===== src/rtl/intel_hex_word_loader_assert.svh =====
// assertion macros for the hex loader
`ifndef INTEL_HEX_WORD_LOADER_ASSERT_SVH
`define INTEL_HEX_WORD_LOADER_ASSERT_SVH

`ifndef SYNTHESIS

// antecedent implies consequent in the same cycle
`define IHWL_ASSERT_SAME(label, clk, rst, ante, cons) \
   label: assert property (@(posedge clk) disable iff (rst) (ante) |-> (cons)) \
      else $error("ihwl assertion failed");

// antecedent implies consequent in the next cycle
`define IHWL_ASSERT_NEXT(label, clk, rst, ante, cons) \
   label: assert property (@(posedge clk) disable iff (rst) (ante) |=> (cons)) \
      else $error("ihwl assertion failed");

`else

`define IHWL_ASSERT_SAME(label, clk, rst, ante, cons)
`define IHWL_ASSERT_NEXT(label, clk, rst, ante, cons)

`endif

`endif


===== src/rtl/ihwl_pkg.sv =====
package ihwl_pkg;

   // parse step codes
   localparam logic [5:0] STEP_IDLE       = 6'd0;
   localparam logic [5:0] STEP_COUNT_HI   = 6'd1;
   localparam logic [5:0] STEP_COUNT_LO   = 6'd2;
   localparam logic [5:0] STEP_ADDR_FIRST = 6'd3;
   localparam logic [5:0] STEP_ADDR_LAST  = 6'd6;
   localparam logic [5:0] STEP_KIND_HI    = 6'd7;
   localparam logic [5:0] STEP_KIND_LO    = 6'd8;
   localparam logic [5:0] STEP_SEG4_FIRST = 6'd9;
   localparam logic [5:0] STEP_SEG4_LAST  = 6'd12;
   localparam logic [5:0] STEP_SEG4_APPLY = 6'd13;
   localparam logic [5:0] STEP_DATA_FIRST = 6'd14;
   localparam logic [5:0] STEP_DATA_LAST  = 6'd21;
   localparam logic [5:0] STEP_SEG16_FIRST = 6'd39;
   localparam logic [5:0] STEP_SEG16_LAST  = 6'd42;
   localparam logic [5:0] STEP_SEG16_APPLY = 6'd43;

   // characters
   localparam logic [7:0] CHAR_COLON   = 8'h3A;
   localparam logic [7:0] CHAR_CR      = 8'h0D;
   localparam logic [7:0] CHAR_LF      = 8'h0A;
   localparam logic [7:0] CHAR_GO_LOW  = 8'h67;
   localparam logic [7:0] CHAR_GO_UP   = 8'h47;
   localparam logic [7:0] CHAR_NINE    = 8'h39;
   localparam logic [7:0] LETTER_SKIP  = 8'd7;

   // record types
   localparam logic [7:0] REC_DATA  = 8'h00;
   localparam logic [7:0] REC_END   = 8'h01;
   localparam logic [7:0] REC_SEG4  = 8'h02;
   localparam logic [7:0] REC_SEG16 = 8'h04;

   // response kinds
   localparam logic [1:0] KIND_WORD = 2'd0;
   localparam logic [1:0] KIND_SUM  = 2'd1;
   localparam logic [1:0] KIND_GO   = 2'd2;

   localparam logic [31:0] ADDR_STEP = 32'd4;

   typedef struct packed {
      logic [5:0]  parse_step;
      logic [7:0]  count_byte;
      logic [31:0] load_address;
      logic [7:0]  kind_byte;
      logic [31:0] segment_base;
      logic [31:0] word_shift;
      logic [31:0] sum_acc;
      logic [31:0] min_addr;
      logic [31:0] max_addr;
      logic        halted;
   } parse_state_type;

   typedef struct packed {
      logic [1:0]  result_kind;
      logic [31:0] word_address;
      logic [31:0] word_data;
      logic [31:0] running_sum;
      logic [31:0] lowest_address;
      logic [31:0] highest_address;
   } rsp_payload_type;

   localparam parse_state_type STATE_RESET = '{
      parse_step:   STEP_IDLE,
      count_byte:   8'h00,
      load_address: 32'h0,
      kind_byte:    8'h00,
      segment_base: 32'h0,
      word_shift:   32'h0,
      sum_acc:      32'h0,
      min_addr:     32'hFFFF_FFFF,
      max_addr:     32'h0,
      halted:       1'b0
   };

   // ascii hex digit to nibble, letters folded down by seven
   function automatic logic [3:0] hex_nibble(input logic [7:0] c);
      logic [7:0] adj;
      adj = (c > CHAR_NINE) ? (c - LETTER_SKIP) : c;
      return adj[3:0];
   endfunction

   function automatic logic [31:0] byte_swap(input logic [31:0] d);
      return {d[7:0], d[15:8], d[23:16], d[31:24]};
   endfunction

endpackage


===== src/rtl/ihwl_chan_if.sv =====
interface ihwl_req_if;
   logic       valid;
   logic       ready;
   logic [7:0] rx_char;

   modport source (output valid, output rx_char, input ready);
   modport sink (input valid, input rx_char, output ready);
endinterface

interface ihwl_rsp_if;
   logic        valid;
   logic        ready;
   logic [1:0]  result_kind;
   logic [31:0] word_address;
   logic [31:0] word_data;
   logic [31:0] running_sum;
   logic [31:0] lowest_address;
   logic [31:0] highest_address;

   modport source (output valid, output result_kind, output word_address,
                   output word_data, output running_sum, output lowest_address,
                   output highest_address, input ready);
   modport sink (input valid, input result_kind, input word_address,
                 input word_data, input running_sum, input lowest_address,
                 input highest_address, output ready);
endinterface


===== src/rtl/ihwl_step.sv =====
// one character through the record parser
module ihwl_step (
   input  ihwl_pkg::parse_state_type state_cur,
   input  logic [7:0]                rx_char,
   output ihwl_pkg::parse_state_type state_nxt,
   output logic                      res_valid,
   output ihwl_pkg::rsp_payload_type res
);

   logic [3:0]  nib;
   logic [7:0]  kind_new;
   logic [31:0] shift_new;
   logic [31:0] swapped;
   logic [5:0]  s;

   assign nib       = ihwl_pkg::hex_nibble(rx_char);
   assign s         = state_cur.parse_step;
   assign kind_new  = {state_cur.kind_byte[3:0], nib};
   assign shift_new = {state_cur.word_shift[27:0], nib};
   assign swapped   = ihwl_pkg::byte_swap(shift_new);

   always_comb begin
      state_nxt = state_cur;
      res_valid = 1'b0;
      res       = '0;
      if (state_cur.halted) begin
         state_nxt = state_cur;
      end else if (rx_char == ihwl_pkg::CHAR_COLON) begin
         state_nxt.parse_step = ihwl_pkg::STEP_COUNT_HI;
      end else if (rx_char == ihwl_pkg::CHAR_CR || rx_char == ihwl_pkg::CHAR_LF) begin
         state_nxt.parse_step = ihwl_pkg::STEP_IDLE;
      end else if (rx_char == ihwl_pkg::CHAR_GO_LOW || rx_char == ihwl_pkg::CHAR_GO_UP) begin
         state_nxt.parse_step = ihwl_pkg::STEP_IDLE;
         state_nxt.halted     = 1'b1;
         res_valid            = 1'b1;
         res.result_kind      = ihwl_pkg::KIND_GO;
         res.lowest_address   = state_cur.min_addr;
         res.highest_address  = state_cur.max_addr;
      end else if (s == ihwl_pkg::STEP_COUNT_HI || s == ihwl_pkg::STEP_COUNT_LO) begin
         state_nxt.count_byte = {state_cur.count_byte[3:0], nib};
         state_nxt.parse_step = s + 6'd1;
      end else if (s >= ihwl_pkg::STEP_ADDR_FIRST && s <= ihwl_pkg::STEP_ADDR_LAST) begin
         state_nxt.load_address = {16'h0, state_cur.load_address[11:0], nib}
                                  | state_cur.segment_base;
         state_nxt.parse_step = s + 6'd1;
      end else if (s == ihwl_pkg::STEP_KIND_HI) begin
         state_nxt.kind_byte  = kind_new;
         state_nxt.parse_step = ihwl_pkg::STEP_KIND_LO;
      end else if (s == ihwl_pkg::STEP_KIND_LO) begin
         state_nxt.kind_byte = kind_new;
         case (kind_new)
            ihwl_pkg::REC_DATA: begin
               state_nxt.parse_step = ihwl_pkg::STEP_DATA_FIRST;
            end
            ihwl_pkg::REC_END: begin
               state_nxt.parse_step = ihwl_pkg::STEP_IDLE;
               res_valid            = 1'b1;
               res.result_kind      = ihwl_pkg::KIND_SUM;
               res.running_sum      = state_cur.sum_acc;
            end
            ihwl_pkg::REC_SEG4: begin
               state_nxt.parse_step = ihwl_pkg::STEP_SEG4_FIRST;
            end
            ihwl_pkg::REC_SEG16: begin
               state_nxt.parse_step = ihwl_pkg::STEP_SEG16_FIRST;
            end
            default: begin
               state_nxt.parse_step = ihwl_pkg::STEP_IDLE;
            end
         endcase
      end else if ((s >= ihwl_pkg::STEP_SEG4_FIRST && s <= ihwl_pkg::STEP_SEG4_LAST) ||
                   (s >= ihwl_pkg::STEP_SEG16_FIRST && s <= ihwl_pkg::STEP_SEG16_LAST)) begin
         state_nxt.segment_base = {16'h0, state_cur.segment_base[11:0], nib};
         state_nxt.parse_step   = s + 6'd1;
      end else if (s == ihwl_pkg::STEP_SEG4_APPLY) begin
         state_nxt.segment_base = {state_cur.segment_base[27:0], 4'h0};
         state_nxt.parse_step   = ihwl_pkg::STEP_IDLE;
      end else if (s == ihwl_pkg::STEP_SEG16_APPLY) begin
         state_nxt.segment_base = {state_cur.segment_base[15:0], 16'h0};
         state_nxt.parse_step   = ihwl_pkg::STEP_IDLE;
      end else if (s >= ihwl_pkg::STEP_DATA_FIRST && s <= ihwl_pkg::STEP_DATA_LAST) begin
         if (s == ihwl_pkg::STEP_DATA_LAST) begin
            state_nxt.word_shift   = swapped;
            if (state_cur.load_address < state_cur.min_addr) begin
               state_nxt.min_addr = state_cur.load_address;
            end
            if (state_cur.load_address > state_cur.max_addr) begin
               state_nxt.max_addr = state_cur.load_address;
            end
            state_nxt.sum_acc      = state_cur.sum_acc + state_cur.load_address + swapped;
            state_nxt.load_address = state_cur.load_address + ihwl_pkg::ADDR_STEP;
            state_nxt.parse_step   = ihwl_pkg::STEP_DATA_FIRST;
            res_valid              = 1'b1;
            res.result_kind        = ihwl_pkg::KIND_WORD;
            res.word_address       = state_cur.load_address;
            res.word_data          = swapped;
         end else begin
            state_nxt.word_shift = shift_new;
            state_nxt.parse_step = s + 6'd1;
         end
      end
   end

endmodule


===== src/rtl/intel_hex_word_loader.sv =====
// intel hex word loader: takes the text of an intel hex file one character per
// request and turns data records into 32-bit word writes (bytes swapped, four
// bytes per word, address stepping by four from the record address ored with
// the current segment). an end record returns the running sum of addresses and
// data; a 'g' or 'G' returns the lowest and highest written addresses and then
// the loader ignores everything until reset. checksums are not verified, and
// any non-hex character inside a record decodes to some nibble without error.
// rate: one character per clock whether or not it produces a response, while
// no pending response is held back by the response channel. a character is
// held in the input register and its response (if any) is registered in the
// response register; the parser state updates as the character leaves the
// input register, which is what allows back-to-back characters.
`include "intel_hex_word_loader_assert.svh"

module intel_hex_word_loader (
   input logic        clock,
   input logic        reset,
   ihwl_req_if.sink   req_chan,
   ihwl_rsp_if.source rsp_chan
);

   // input register
   logic       in_valid_ff, in_valid_in;
   logic [7:0] in_char_ff, in_char_in;

   // parser state
   ihwl_pkg::parse_state_type state_ff, state_in, state_step;

   // response register
   logic                      rsp_valid_ff, rsp_valid_in;
   ihwl_pkg::rsp_payload_type rsp_ff, rsp_in, step_res;
   logic                      step_res_valid;

   // the response slot is free or being drained this cycle
   logic advance;
   logic req_fire;

   assign advance        = !rsp_valid_ff || rsp_chan.ready;
   assign req_chan.ready = !in_valid_ff || advance;
   assign req_fire       = req_chan.valid && req_chan.ready;

   ihwl_step u_step (
      .state_cur (state_ff),
      .rx_char   (in_char_ff),
      .state_nxt (state_step),
      .res_valid (step_res_valid),
      .res       (step_res)
   );

   always_comb begin
      // input stage refills on a request, empties when its character moves on
      in_valid_in = in_valid_ff;
      in_char_in  = in_char_ff;
      if (req_fire) begin
         in_valid_in = 1'b1;
         in_char_in  = req_chan.rx_char;
      end else if (advance) begin
         in_valid_in = 1'b0;
      end

      // state moves only when the held character is consumed
      state_in     = state_ff;
      rsp_valid_in = rsp_valid_ff;
      rsp_in       = rsp_ff;
      if (advance) begin
         rsp_valid_in = in_valid_ff && step_res_valid;
         if (in_valid_ff) begin
            state_in = state_step;
            rsp_in   = step_res;
         end
      end
   end

   always_ff @(posedge clock) begin
      if (reset) begin
         in_valid_ff  <= 1'b0;
         rsp_valid_ff <= 1'b0;
         state_ff     <= ihwl_pkg::STATE_RESET;
      end else begin
         in_valid_ff  <= in_valid_in;
         rsp_valid_ff <= rsp_valid_in;
         state_ff     <= state_in;
      end
   end

   // payload registers, no reset needed
   always_ff @(posedge clock) begin
      in_char_ff <= in_char_in;
      rsp_ff     <= rsp_in;
   end

   assign rsp_chan.valid           = rsp_valid_ff;
   assign rsp_chan.result_kind     = rsp_ff.result_kind;
   assign rsp_chan.word_address    = rsp_ff.word_address;
   assign rsp_chan.word_data       = rsp_ff.word_data;
   assign rsp_chan.running_sum     = rsp_ff.running_sum;
   assign rsp_chan.lowest_address  = rsp_ff.lowest_address;
   assign rsp_chan.highest_address = rsp_ff.highest_address;

   // once halted, stays halted until reset
   `IHWL_ASSERT_NEXT(a_halt_sticky, clock, reset, state_ff.halted, state_ff.halted)

   // a go response is always accompanied by the halted state
   `IHWL_ASSERT_SAME(a_go_halts, clock, reset,
      rsp_valid_ff && rsp_ff.result_kind == ihwl_pkg::KIND_GO, state_ff.halted)

   // a fresh response needs a character in the input register the cycle before
   `IHWL_ASSERT_SAME(a_rsp_from_char, clock, reset, $rose(rsp_valid_ff), $past(in_valid_ff))

   // after a word write the address bounds are ordered
   `IHWL_ASSERT_SAME(a_bounds_order, clock, reset,
      rsp_valid_ff && rsp_ff.result_kind == ihwl_pkg::KIND_WORD,
      state_ff.min_addr <= state_ff.max_addr)

endmodule

===== src/flat_wrapper.sv =====
// flat-port wrapper written by rule: the top's interface ports become plain ports
module intel_hex_word_loader_flat 
  (clock, reset, req_chan_valid, req_chan_rx_char, req_chan_ready, rsp_chan_valid, rsp_chan_result_kind, rsp_chan_word_address, rsp_chan_word_data, rsp_chan_running_sum, rsp_chan_lowest_address, rsp_chan_highest_address, rsp_chan_ready);
  ihwl_req_if req_chan_i ();
  ihwl_rsp_if rsp_chan_i ();
  input logic clock;
  input logic reset;
  input wire logic [$bits(req_chan_i.valid)-1:0] req_chan_valid;
  input wire logic [$bits(req_chan_i.rx_char)-1:0] req_chan_rx_char;
  output wire logic [$bits(req_chan_i.ready)-1:0] req_chan_ready;
  output wire logic [$bits(rsp_chan_i.valid)-1:0] rsp_chan_valid;
  output wire logic [$bits(rsp_chan_i.result_kind)-1:0] rsp_chan_result_kind;
  output wire logic [$bits(rsp_chan_i.word_address)-1:0] rsp_chan_word_address;
  output wire logic [$bits(rsp_chan_i.word_data)-1:0] rsp_chan_word_data;
  output wire logic [$bits(rsp_chan_i.running_sum)-1:0] rsp_chan_running_sum;
  output wire logic [$bits(rsp_chan_i.lowest_address)-1:0] rsp_chan_lowest_address;
  output wire logic [$bits(rsp_chan_i.highest_address)-1:0] rsp_chan_highest_address;
  input wire logic [$bits(rsp_chan_i.ready)-1:0] rsp_chan_ready;
  assign req_chan_i.valid = req_chan_valid;
  assign req_chan_i.rx_char = req_chan_rx_char;
  assign req_chan_ready = req_chan_i.ready;
  assign rsp_chan_valid = rsp_chan_i.valid;
  assign rsp_chan_result_kind = rsp_chan_i.result_kind;
  assign rsp_chan_word_address = rsp_chan_i.word_address;
  assign rsp_chan_word_data = rsp_chan_i.word_data;
  assign rsp_chan_running_sum = rsp_chan_i.running_sum;
  assign rsp_chan_lowest_address = rsp_chan_i.lowest_address;
  assign rsp_chan_highest_address = rsp_chan_i.highest_address;
  assign rsp_chan_i.ready = rsp_chan_ready;
  intel_hex_word_loader u_core (.clock(clock), .reset(reset), .req_chan(req_chan_i), .rsp_chan(rsp_chan_i));
endmodule

===== config.mk =====
export PLATFORM = sky130hd
export DESIGN_NAME = intel_hex_word_loader_flat
export DESIGN_NICKNAME = d
export VERILOG_FILES = /design/src/rtl/ihwl_pkg.sv /design/src/rtl/ihwl_chan_if.sv /design/src/rtl/ihwl_step.sv /design/src/rtl/intel_hex_word_loader.sv /design/src/flat_wrapper.sv
export VERILOG_INCLUDE_DIRS = /design/src /design/src/rtl
export SDC_FILE = /design/constraint.sdc
export NUM_CORES = 1
export LEC_CHECK = 0
export ABC_CLOCK_PERIOD_IN_PS = 9450
export BUFFER_PORTS_ARGS = -buffer_cell sky130_fd_sc_hd__buf_2
export CAP_MARGIN = 40
export CORE_UTILIZATION = 44
export DETAILED_ROUTE_END_ITERATION = 8
export GPL_ROUTABILITY_DRIVEN = 0
export GPL_TIMING_DRIVEN = 0
export PLACE_DENSITY = 0.7
export SLEW_MARGIN = 30
export SYNTH_ARGS = -nofsm -noshare
export SYNTH_HDL_FRONTEND = slang
export SYNTH_SLANG_ARGS = --single-unit

===== constraint.sdc =====
create_clock -name clock -period 9.45 [get_ports clock]
set_input_delay 0.4725 -clock clock [delete_from_list [all_inputs] [get_ports clock]]
set_output_delay 0.4725 -clock clock [all_outputs]
set_load 0.02 [all_outputs]

Word-level counts from Yosys, hierarchy flattened
Cells that the tools add are included.

word-level totals
  bits in writable memories = 0
  bits in read-only memories = 0
  bits in latches = 0
  register bits = 379
  output and inout port bits = 164
  input port bits = 12
  memories kept = 0
  word-level logic and storage cells = 167

operators by class
  shifts and indexed selects = 0
  div/mod/pow operators = 0
  bitwise gates (word level) = 15
  eq/ne operators = 20
  multiplexer cells = 62
  add/subtract/negate cells = 5
  reductions and logical operators = 35
  $lt $le $gt $ge = 11
  multiply operators = 0

operator list
  operator                 number
  $mux W32                 14
  $mux W64                 6
  $mux W98                 3
  $mux W6                  12
  $add A32 B32 Y32         2
  $add A32 B3 Y32 const B  1
  $gt A32 B32 Y1           1
  $lt A32 B32 Y1           1
  $or A16 B32 Y32          1
  $reduce_and A16 Y1       2
  $reduce_and A14 Y1       2
  $mux W1                  22
  $pmux W6 S3              1
  $eq A8 B4 Y1 const B     2
  $eq A8 B7 Y1 const B     2
  $mux W8                  2
  $reduce_and A15 Y1       1
  $not A1 Y1               14
  $reduce_or A13 Y1        1
  $eq A6 B4 Y1 const B     2
  $ge A6 B4 Y1 const B     2
  $reduce_and A11 Y1       1
  $reduce_bool A11 Y1      1
  $ne A2 B2 Y1 const B     5
  33 further kinds         47

Logic depth before layout (Yosys ltp)
  depth in word-level cells = 15
  mapped depth = 17
  depth with buffers taken out = 17

Cells and area by module
Synthesis repeated with hierarchy kept, for this count alone.

second synthesis, totals
  cell total of the unflattened synthesis = 2588
  area total of the unflattened synthesis = 23742.8 um^2

by module, submodules not included
  module                 area an instance (um^2)  cells an instance  seq. area each (um^2)  instances
  intel_hex_word_loader  14218.6                  1154               9449.1                 1
  ihwl_step              9524.1                   1434               0.0                    1

Least setup slack after synthesis
Ideal clock, no wire load.

  path kind = reg2reg
  start = register u_core.rsp_valid_ff (netlist: u_core.rsp_chan.valid)
  end = register u_core.rsp_ff (netlist bit u_core.rsp_chan.highest_address[0]), enable pin
  cell stages (with the launch flop) = 4
  buffers on the path = 0
  data arrival time = 3871 ps
  period minus slack after synthesis = 4386 ps
  setup time = 514 ps
  path slack = 5064 ps
  required time = 8936 ps
  cells stage by stage = dfxtp_1 > nor2b_1 > nand2b_1 > inv_1

between the ends
  longest elaborated chain between the ends = 3

RTL lines
  element                      line                         RTL
  from (decl)                  intel_hex_word_loader.sv:30  logic rsp_valid_ff, rsp_valid_in;
  from (signal assigned)       intel_hex_word_loader.sv:81  rsp_valid_ff <= rsp_valid_in;
  $logic_not A1 Y1             intel_hex_word_loader.sv:38  assign advance = !rsp_valid_ff || rsp_chan.ready;
  $logic_or A1 B1 Y1           intel_hex_word_loader.sv:38
  $reduce_and A2 Y1 (no line)  -
  to (signal assigned)         intel_hex_word_loader.sv:89  rsp_ff <= rsp_in;
  to (decl)                    intel_hex_word_loader.sv:31  ihwl_pkg::rsp_payload_type rsp_ff, rsp_in, step_res;

Every way passes these cells.
A chain may end at the register's enable or synchronous reset.

Worst setup path after layout
  start = register u_core.in_char_ff[0]
  end = register u_core.state_ff[96] (netlist name)

between the ends
  longest elaborated chain between the ends = 4
  elaborated cells between the ends (all ways) = 15
  classes of those cells = 2 x add/sub; 1 x order compare; 5 x eq/ne; 1 x mux; 3 x bitwise; 3 x reduce/logical

RTL lines
  element                                                   line                         RTL
  from (decl)                                               intel_hex_word_loader.sv:24  logic [7:0] in_char_ff, in_char_in;
  from (signal assigned)                                    intel_hex_word_loader.sv:88  in_char_ff <= in_char_in;
  branches (longest 4 deep; another with $add A32 B32 Y32)  -
  to (signal assigned)                                      intel_hex_word_loader.sv:78  state_ff <= ihwl_pkg::STATE_RESET;
  to (signal assigned)                                      intel_hex_word_loader.sv:82  state_ff <= state_in;
  to (decl)                                                 intel_hex_word_loader.sv:27  ihwl_pkg::parse_state_type state_ff, state_in, state_step;

Parallel ways; which one is timed is not known.

==> metrics <==
Slew headroom 0.418; share of cells above drive strength 1 0.135; f_max around 240 MHz; cell count after synthesis 1924; vias in the first global route 15200; Clk pin slew, worst setup/hold paths 60 ps; Internal 2.67 mW; die area around 44000 um2; die height 210 um; Synthesis Warnings 0; filler cell count roughly 3700; RSZ-0062 raised after global routing false; Multi-input gate area 9030 um2; Final ANT Viol Nets 0; post-route core utilization 0.520; Clock Sinks 371; Overflow after GRT 0; largest net degree at the start of global routing 103; simple-gate portion of the synthesized area 0.184; num rows 75; drt wl/cell a little over 20 um; global-route wire length before repair around 84000 um; Netlist cell types 85; Clk network pwr share 0.469; maximum vdd ir drop between 0.1 and 0.15 mV; post-CTS sizing 0; CTS tree built; Setup Fix Bufs, Post-CTS 0; Max Buffers Root-to-Sink 3; Req. time, crit path 9880 ps; drt drc 0; final worst hold slack roughly 110 ps; PwrDens 154 nW/um2; switching share of power 0.210; Seq/Total Area, Yosys 0.480; CTS buffer count 38; Worst Setup EP u_core.state_ff[96]; Routed WL 54800 um; endpoints failing hold 0; logic gate share of total power 0.032; maximum fanout along the worst path 10; number of synthesized register bits 371; clock root cell clkbuf_16; post-route cell area 21900 um2; # port buffers roughly 170; setup tns final 0 ps; Final Slew Violations 0; clk_skew roughly 25 ps; Flop pwr share 0.499; Worst R2R Path Depth 16; Placed Area 20600 um2; GR Util All Layers 0.246; largest family of logic cells by synthesized area simple AND/OR/NAND/NOR gates; Initial Util 0.450; Syn Area/Cell 9.88 um2; worst reg2reg path endpoint u_core.state_ff[96]; fin crit period 4180 ps; syn_nets 2070; Final HPWL DP 40600 um; Worst Setup Start Kind register; via count 15600; Critical Path AT 4610 ps; Least-Margin Pin Slew 865 ps; Worst-Skew Late Latency 540 ps; post-route clock period utilization 0.443; Primary FF master, synth dfxtp_1; area grow syn2layout 15.5%; antenna cell count 0; Post-Synth XOR/XNOR Area 0.0174; number of synthesized flops with an enable pin 170; Register Area 9130 um2; Post-Syn Area 19000 um2; Lkg Pwr ~9.8 nW; compound-cell area share of the yosys netlist 0.126; DR vias/cell approximately 5.7; H-tree level count 2; DR iter-0 viols roughly 1500; critical path type reg -> reg; Post-Synth Adder-Cell Area 0.100; Hold Path Class in -> reg; initial antenna violation count 1; die width 210 um; number of setup violations in the final report 0; IO Pins roughly 180; asr flop ratio synth 0; crit path from u_core.in_char_ff[0]; cts-stage hold buffer count 0; P_sw approximately 0.7 mW; drt first pass iters 5; launching point of the worst reg2reg path u_core.in_char_ff[0]; Reg2Reg Setup Slack about 5300 ps; status completed; multiplexer share of the synthesized area 0.0481; critical path capture point type register; core area 42200 um2; Final Net Count 2289; max cap viols 0
==> placed cells by master, fill, tap and decap left out, types with 5 or more instances in the layout <==
cell type,instances
a211oi_1,21
a21o_1,38
a21oi_1,141
a311oi_1,22
a31oi_1,8
and2_1,102
and3_1,16
buf_1,10
buf_2,194
buf_6,10
bufinv_16,5
clkbuf_1,83
clkbuf_16,40
clkbuf_8,6
clkinv_2,5
dfxtp_1,201
edfxtp_1,170
fa_1,30
ha_1,104
inv_1,85
mux2i_1,89
nand2_1,208
nand2b_1,11
nand3_1,50
nand3b_1,6
nand4_1,18
nor2_1,161
nor2b_1,13
nor3_1,100
nor4b_1,6
o211ai_1,6
o21a_1,7
o21ai_0,55
o21ai_1,9
o22ai_1,7
o31ai_1,5
or3_1,8
xnor2_1,16
xor2_1,15
==> power groups by stage <==
stage / clock, mW / combinational, mW / sequential, mW
after global placement: 0 / 0.100 / 1.73
after CTS: 1.61 / 0.105 / 1.69
after detailed placement: 0 / 0.105 / 1.72
after global routing: 1.66 / 0.114 / 1.69
after floorplan: 0 / 0.0584 / 1.73
final: 1.59 / 0.107 / 1.69
==> cells in the mapped netlist (8+ instances only) <==
cell / count / area (um2)
o21ai_1: 9 / 45.0
nor3_1: 101 / 505
fa_1: 30 / 601
dfxtp_1: 201 / 4020
o21ai_0: 55 / 275
and2_1: 102 / 638
a21oi_1: 141 / 706
a31oi_1: 8 / 50.1
ha_1: 104 / 1300
a311oi_1: 22 / 193
nor2b_1: 13 / 81.3
a21o_1: 38 / 285
nand2b_1: 11 / 68.8
buf_1: 10 / 37.5
nand4_1: 18 / 113
or3_1: 8 / 50.1
edfxtp_1: 170 / 5100
a211oi_1: 21 / 158
clkbuf_1: 76 / 285
mux2i_1: 89 / 891
xor2_1: 15 / 131
buf_2: 19 / 95.1
inv_1: 86 / 323
and3_1: 16 / 100
nand2_1: 208 / 781
nor2_1: 161 / 604
xnor2_1: 16 / 140
nand3_1: 50 / 250
==> area by class of cell <==
| type | instances | area share |
|---|---|---|
| Buffer | 116 | 0.0239 |
| Timing Repair Buffer | 179 | 0.0427 |
| Clock buffer | 54 | 0.0509 |
| Clock inverter | 15 | 0.00924 |
| Tap cell | 539 | 0.0307 |
| Inverter | 86 | 0.0151 |
| Multi-Input combinational cell | 1351 | 0.412 |
| Sequential cell | 371 | 0.416 |
==> state kept, by name (all words and copies together) (netlist names) <==
name,flops
u_core.state_ff,199
u_core.rsp_chan.highest_address,32
u_core.rsp_chan.lowest_address,32
u_core.rsp_chan.running_sum,32
u_core.rsp_chan.word_address,32
u_core.rsp_chan.word_data,32
u_core.in_char_ff,8
u_core.rsp_chan.result_kind,2
u_core.in_valid_ff,1
u_core.rsp_chan.valid,1
==> worst min-delay path by stage <==
| stage | from | to | slack [ps] | depth (start not counted) |
|---|---|---|---|---|
| finish | req_chan_rx_char[0] | u_core.in_char_ff[0] | 110 | 1 |
| global route | req_chan_rx_char[0] | u_core.in_char_ff[0] | 100 | 1 |
| CTS | req_chan_rx_char[0] | u_core.in_char_ff[0] | 90 | 1 |
| detailed placement | u_core.state_ff[35] | u_core.state_ff[35] | 460 | 2 |
| global placement | u_core.state_ff[46] | u_core.state_ff[46] | 450 | 2 |
| floorplan | u_core.state_ff[34] | u_core.state_ff[34] | 440 | 2 |
==> layer usage <==
layer / share of wire / GRT usage
met5: 0 / 0
met4: 0.049 / 0.122
met3: 0.082 / 0.0419
met2: 0.46 / 0.396
met1: 0.41 / 0.321
==> worst max-delay path, cell delays in order (launching register included) <==
cell and delay [ps]:
edfxtp_1 480, inv_1 100, ha_1 240, o21bai_4 140
a21boi_4 100, xnor2_2 620, xor2_1 160, ha_1 340
ha_1 380, a21oi_1 200, nor2b_1 70, o21ai_0 220
nand2_1 90, a21oi_1 220, o31a_1 210, o221ai_1 160
mux2_1 340
==> stage by stage <==
| stage | cells | worst slack, ps | power (mW) |
|---|---|---|---|
| floorplan | 1924 | 5060 | 1.79 |
| global placement | 2637 | 3700 | 1.83 |
| detailed placement | 2641 | 4990 | 1.83 |
| CTS | 2710 | 4970 | 3.40 |
| global route | 2711 | 5020 | 3.46 |
| finish | 2711 | 5270 | 3.38 |
==> cell families (layout without fill, tap and decap cells) <==
kind of cell / after synthesis / after routing
AO/OA/AOI/OAI: 370 / 370
XOR/XNOR: 34 / 34
adder cells (fa/ha/maj): 134 / 134
buffers and inverters: 202 / 450
flip-flops: 371 / 371
multiplexers: 91 / 91
AND/OR/NAND/NOR: 722 / 722
No activity file was read; power rests on OpenSTA's default activity.
